==> config.mk <==
export PLATFORM = sky130hd
export DESIGN_NAME = lcdr_band
export DESIGN_NICKNAME = d
export VERILOG_FILES = /design/src/hdl/lcdr_pkg.sv /design/src/hdl/lcdr_band.sv
export SDC_FILE = /design/constraint.sdc
export NUM_CORES = 1
export LEC_CHECK = 0
export BUFFER_PORTS_ARGS = -buffer_cell sky130_fd_sc_hd__buf_2
export CORE_ASPECT_RATIO = 1.5
export CORE_MARGIN = 2
export CORE_UTILIZATION = 58
export DETAILED_ROUTE_END_ITERATION = 16
export PLACE_DENSITY_LB_ADDON = 0.2
export SLEW_MARGIN = 30
export SYNTH_ARGS = -nofsm -noshare
export SYNTH_HDL_FRONTEND = slang
export SYNTH_SLANG_ARGS = --single-unit
==> constraint.sdc <==
create_clock -name i_clk -period 4.1 [get_ports i_clk]
set_input_delay 0.82 -clock i_clk [delete_from_list [all_inputs] [get_ports i_clk]]
set_output_delay 0.82 -clock i_clk [all_outputs]
set_load 0.01 [all_outputs]
==> src/hdl/lcdr_pkg.sv <==
package lcdr_pkg;

    localparam int STORE_ROWS = 128;
    localparam int ROW_LANES  = 8;
    localparam int ROW_BYTES  = 16;
    localparam int RESULTS    = ROW_BYTES + 2;

    localparam logic OP_WRITE   = 1'b0;
    localparam logic OP_REFRESH = 1'b1;

    localparam logic [7:0] CMD_BASE  = 8'h80;
    localparam logic [7:0] CMD_HALF  = 8'h08;
    localparam logic [6:0] FULL_STOP = 7'd64;
    localparam logic [2:0] LAST_BAND = 3'd4;

    typedef struct packed {
        logic [5:0] y;
        logic       done;
        logic [2:0] next_band;
    } t_row_info;

    function automatic logic [6:0] f_band_start(input logic [2:0] band);
        logic [6:0] row;
        case (band)
            3'd0:    row = 7'd0;
            3'd1:    row = 7'd13;
            3'd2:    row = 7'd26;
            3'd3:    row = 7'd39;
            3'd4:    row = 7'd52;
            default: row = 7'd0;
        endcase
        return row;
    endfunction

    function automatic logic [6:0] f_band_stop(input logic [2:0] band);
        logic [6:0] row;
        case (band)
            3'd0:    row = 7'd13;
            3'd1:    row = 7'd26;
            3'd2:    row = 7'd39;
            3'd3:    row = 7'd52;
            3'd4:    row = 7'd64;
            default: row = 7'd13;
        endcase
        return row;
    endfunction

endpackage

==> src/hdl/lcdr_band.sv <==
module lcdr_band (
    input  logic               i_clk,
    input  logic               i_rst_n,
    input  logic               i_advance,
    input  logic               i_full,
    output lcdr_pkg::t_row_info o_row
);
    import lcdr_pkg::*;

    logic [6:0] r_cursor, n_cursor;
    logic [6:0] r_stop, n_stop;
    logic [2:0] r_index, n_index;
    logic       r_active, n_active;
    logic [6:0] cur;
    logic [6:0] stop_row;
    logic [6:0] nxt;
    logic [2:0] band;
    logic [2:0] idx;
    logic       done;

    always_comb begin
        cur      = r_cursor;
        stop_row = r_stop;
        idx      = r_index;
        band     = (r_index <= LAST_BAND) ? r_index : 3'd0;
        if (!r_active) begin
            if (i_full) begin
                cur      = 7'd0;
                stop_row = FULL_STOP;
                idx      = 3'd0;
            end else begin
                cur      = f_band_start(band);
                stop_row = f_band_stop(band);
                idx      = (band == LAST_BAND) ? 3'd0 : band + 3'd1;
            end
        end
        nxt  = cur + 7'd1;
        done = (nxt >= stop_row) || (nxt >= FULL_STOP);

        o_row.y         = cur[5:0];
        o_row.done      = done;
        o_row.next_band = idx;

        n_cursor = r_cursor;
        n_stop   = r_stop;
        n_index  = r_index;
        n_active = r_active;
        if (i_advance) begin
            n_cursor = nxt;
            n_stop   = stop_row;
            n_index  = idx;
            n_active = !done;
        end
    end

    always_ff @(posedge i_clk) begin
        if (!i_rst_n) begin
            r_cursor <= 7'd0;
            r_stop   <= 7'd0;
            r_index  <= 3'd0;
            r_active <= 1'b0;
        end else begin
            r_cursor <= n_cursor;
            r_stop   <= n_stop;
            r_index  <= n_index;
            r_active <= n_active;
        end
    end

endmodule

Word-level counts from Yosys, hierarchy flattened
Cells that the tools add are included.
Operators by class
  add/sub/neg operators: 2
  $lt $le $gt $ge: 3
  equal/unequal tests: 4
  muxes and demuxes: 10
  reduce and logical (&&, ||, !) cells: 2
Operators by type and width (number)
  case mux 7 bit (4 select lines): 1
  case mux 6 bit (4 select lines): 1
  2-to-1 mux 7 bit: 3
  2-to-1 mux 3 bit: 4
  adder 7 x 1 -> 7 bit (second input constant): 1
  greater-or-equal comparator 7 bit: 1
  greater-or-equal comparator 7 bit (second input constant): 1
  equality test 3 x 2 -> 1 bit (second input constant): 2
  2-to-1 mux 6 bit: 1
  adder 3 x 1 -> 3 bit (second input constant): 1
  equality test 3 x 1 -> 1 bit (second input constant): 1
  equality test 3 bit (second input constant): 1
  less-or-equal comparator 3 bit (second input constant): 1
  zero test 1 bit: 1
  logical OR 1 bit: 1
Storage, ports and cells
  register bits after elaboration: 18
  input bits: 4
  word-level logic and storage cells: 25

Depth between registers and ports, before layout
  depth after elaboration: 10
  depth in mapped cells: 16

Worst setup path before layout
OpenSTA, ideal clock, no wires.
  kind: input-to-output
  from: input port i_full
  to: output port o_row[3] (netlist bit)
  data arrival time: 3.158 ns
  slack: 0.122 ns
  cell stages on the path: 10
  path buffers: 1
  cells stage by stage: or2_2 > o21ai_0 > ha_1 > and4bb_1 > xnor2_1 > ha_1 > a21oi_1 > o21ai_0 > or2_1 > buf_4
RTL lines
  start, declared: line lcdr_band.sv:5  | input logic i_full,
  end, declared: line lcdr_band.sv:6  | output lcdr_pkg::t_row_info o_row

==> impl_metrics.toml <==
[floorplan]
dieArea_um2 = 2680
die_w_um = 42.9
num_io_pins = 14
dieHeight_um = 62.4
initial_utilization = 0.604
core_area_um2 = 2180
row_count = 21

[sta]
max_freq_mhz = 249
worstMarginPinSlew_ns = 0.519
slew_violations = 0
fin_skew_ns = 0.00790
finalHoldViolCount = 0
relSlewSlack = 0.654
finalSetupViolCount = 0
min_period_ns = 4.01
finalCritPeriodShare = 0.979

[clock_network]
cts.sinks = 18
cts_buffers = 3
holdBufCountCts = 0
path_clk_slew_ns = 0.11
insertion_delay_ns = 0.29
root_buffer = "clkbuf_4"
clock_path_buffers = 2
htreeDepth = 1
cts_tree = "built"

[critical_path]
cp-start-kind = "primary input"
crit_slowest_cell = "or4b_4"
crit_path_start = "i_full"
crit_arrival_ns = 3.19
endpoint_kind = "output port"
crit_path_max_incr_delay_ns = 0.54
required_ns = 3.28
r2r_start = "r_index[1]$_SDFFE_PN0P_"
crit_top_cell = "buf_2"
cp_cell_sequence = "buf_2, or4b_4, o21ai_4, o2111ai_1, xnor2_1, ha_1, a21o_1, a21oi_1, o21ai_1, or2_1, buf_2"
cp_max_fo = 7
critPathKind = "in -> out"

[synth]
avgSynthCellArea_um2 = 7.84
yosysWarnings = 0
ys_types = 42
synth_top_area_frac = 0.274
synthTopCellsByCount = "dfxtp_1 (18), nand2_1 (18), nor2_1 (16)"
synth_fp_nets = 183
yosysTopAreaCell = "dfxtp_1"
synth-seq-area-share = 0.274
ys_seq_elements = 18
synth_area_leaders = "dfxtp_1 (27%), ha_1 (10%), mux2i_1 (5.3%)"
async_reset_ff_frac = 0
synth_flop_cell = "dfxtp_1"
syn_area_um2 = 1320
synth_edf_count = 0
synthCells = 168

[cells_and_area]
final_layout_size_suffix_gt1_frac = 0.251
antenna_cells = 0
post-route-util = 0.687
area_growth_pct = 13.8
nets = 195

[power_and_ir_drop]
power_density_nw_per_um2 = 291
p_total_mw = 0.436
leakagePower_nw = 0.662
ir_drop_mv = 0.152

[detailed_routing]
totalWireLength_um = 3210
vias = 1243
first_pass_iters = 4
postRouteAntennaNets = 0
wire_per_inst_um = 15.9
vias_per_cell = 6.15
drt_iter0_drc = 31
drc_errors = 0

[global_route]
overflow = 0
grt_pass1_wl_um = 5290
antenna_found_initial = 0
grt_max_degree = 28
track_usage = 0.253
grt_pass1_vias = 1210

[worst_hold_path]
hold_start = "r_cursor[0]$_SDFFE_PN0P_"
hold_class = "reg -> reg"

[place]
dp_hpwl_um = 2330
place_congestion = 0.928
portBuffers = 13

[status]
outcome = "finished, final reports clean"

[run]
cap_violations = 0
[logic make-up after synthesis]
group / share of synthesized area
flip-flops: 0.274
buffers and inverters: 0.0646
adder cells (fa/ha/maj): 0.104
AND/OR/NAND/NOR: 0.242
XOR/XNOR: 0.0399
multiplexers: 0.0617
AO/OA/AOI/OAI: 0.214
[cell type report]
class | count | area, um2
inverter | 8 | 30.0
multi-input combinational | 131 | 935
clock buffer | 4 | 36.3
timing repair buffer | 18 | 100
sequential | 18 | 369
tap | 23 | 28.8
fill | 177 | 682
[per-stage QoR]
step	setup slack (ns)	area [um2]	hold slack, ns	instances	TNS [ns]
after floorplan	0.122	1320	0.451	168	0
after global placement	0.126	1380	0.462	196	0
after detailed placement	-0.0220	1380	0.469	196	-0.0220
after CTS	0.00467	1430	0.486	200	0
after global routing	-0.0291	1500	0.517	202	-0.0291
final	0.0858	1500	0.491	202	0
[report_power, final]
| group | switching [mW] | internal (mW) |
|---|---|---|
| clock | 0.0562 | 0.0540 |
| sequential | 0.0137 | 0.184 |
| combinational | 0.0754 | 0.0532 |
| total | 0.145 | 0.291 |
[critical path: cells and delay by family]
| kind | cells | cell delay [ns] |
|---|---|---|
| compound gates | 5 | 0.80 |
| simple gates | 2 | 0.74 |
| xor+xnor | 1 | 0.27 |
| buf+inv | 2 | 0.27 |
| fa+ha+maj | 1 | 0.29 |
[final timing paths]
kind / to / cells after the start / slack (ns)
setup reg to reg: r_active$_SDFFE_PN0P_ / 12 / 1.31
hold / removal: r_cursor[0]$_SDFFE_PN0P_ / 2 / 0.49
hold reg to reg: r_cursor[0]$_SDFFE_PN0P_ / 2 / 0.49
setup / recovery: o_row[3] / 11 / 0.09
[state kept, by name, summed over array words and instances (netlist names)]
signal / flops
r_cursor: 7
r_stop: 7
r_index: 3
r_active: 1
[routing by layer]
metal / GRT usage / up-vias / part of all wire
li1: - / 621 / -
met2: 0.413 / 44 / 0.53
met5: 0 / - / 0
met3: 0.0347 / 13 / 0.039
met1: 0.308 / 565 / 0.40
met4: 0.148 / 0 / 0.036
[repair_timing]
action                                  in CTS  in global routing
gates resized for setup                      5                 16
hold endpoints to repair                     0                  0
buffers inserted                             0                  2
pin swaps                                    1                  6
endpoints found under the setup margin       1                  1
[cells in the final DEF (no fill, tap or decap), types with 4 or more instances in the layout]
cell type and count:
a21oi_1 10, buf_2 13, buf_4 4, dfxtp_1 15
ha_1 8, inv_1 5, mux2i_1 7, nand2_1 17
nand2b_1 4, nand3_1 8, nor2_1 16, o21ai_0 7
xnor2_1 5
Note: power is estimated with default switching activity, not from simulation.
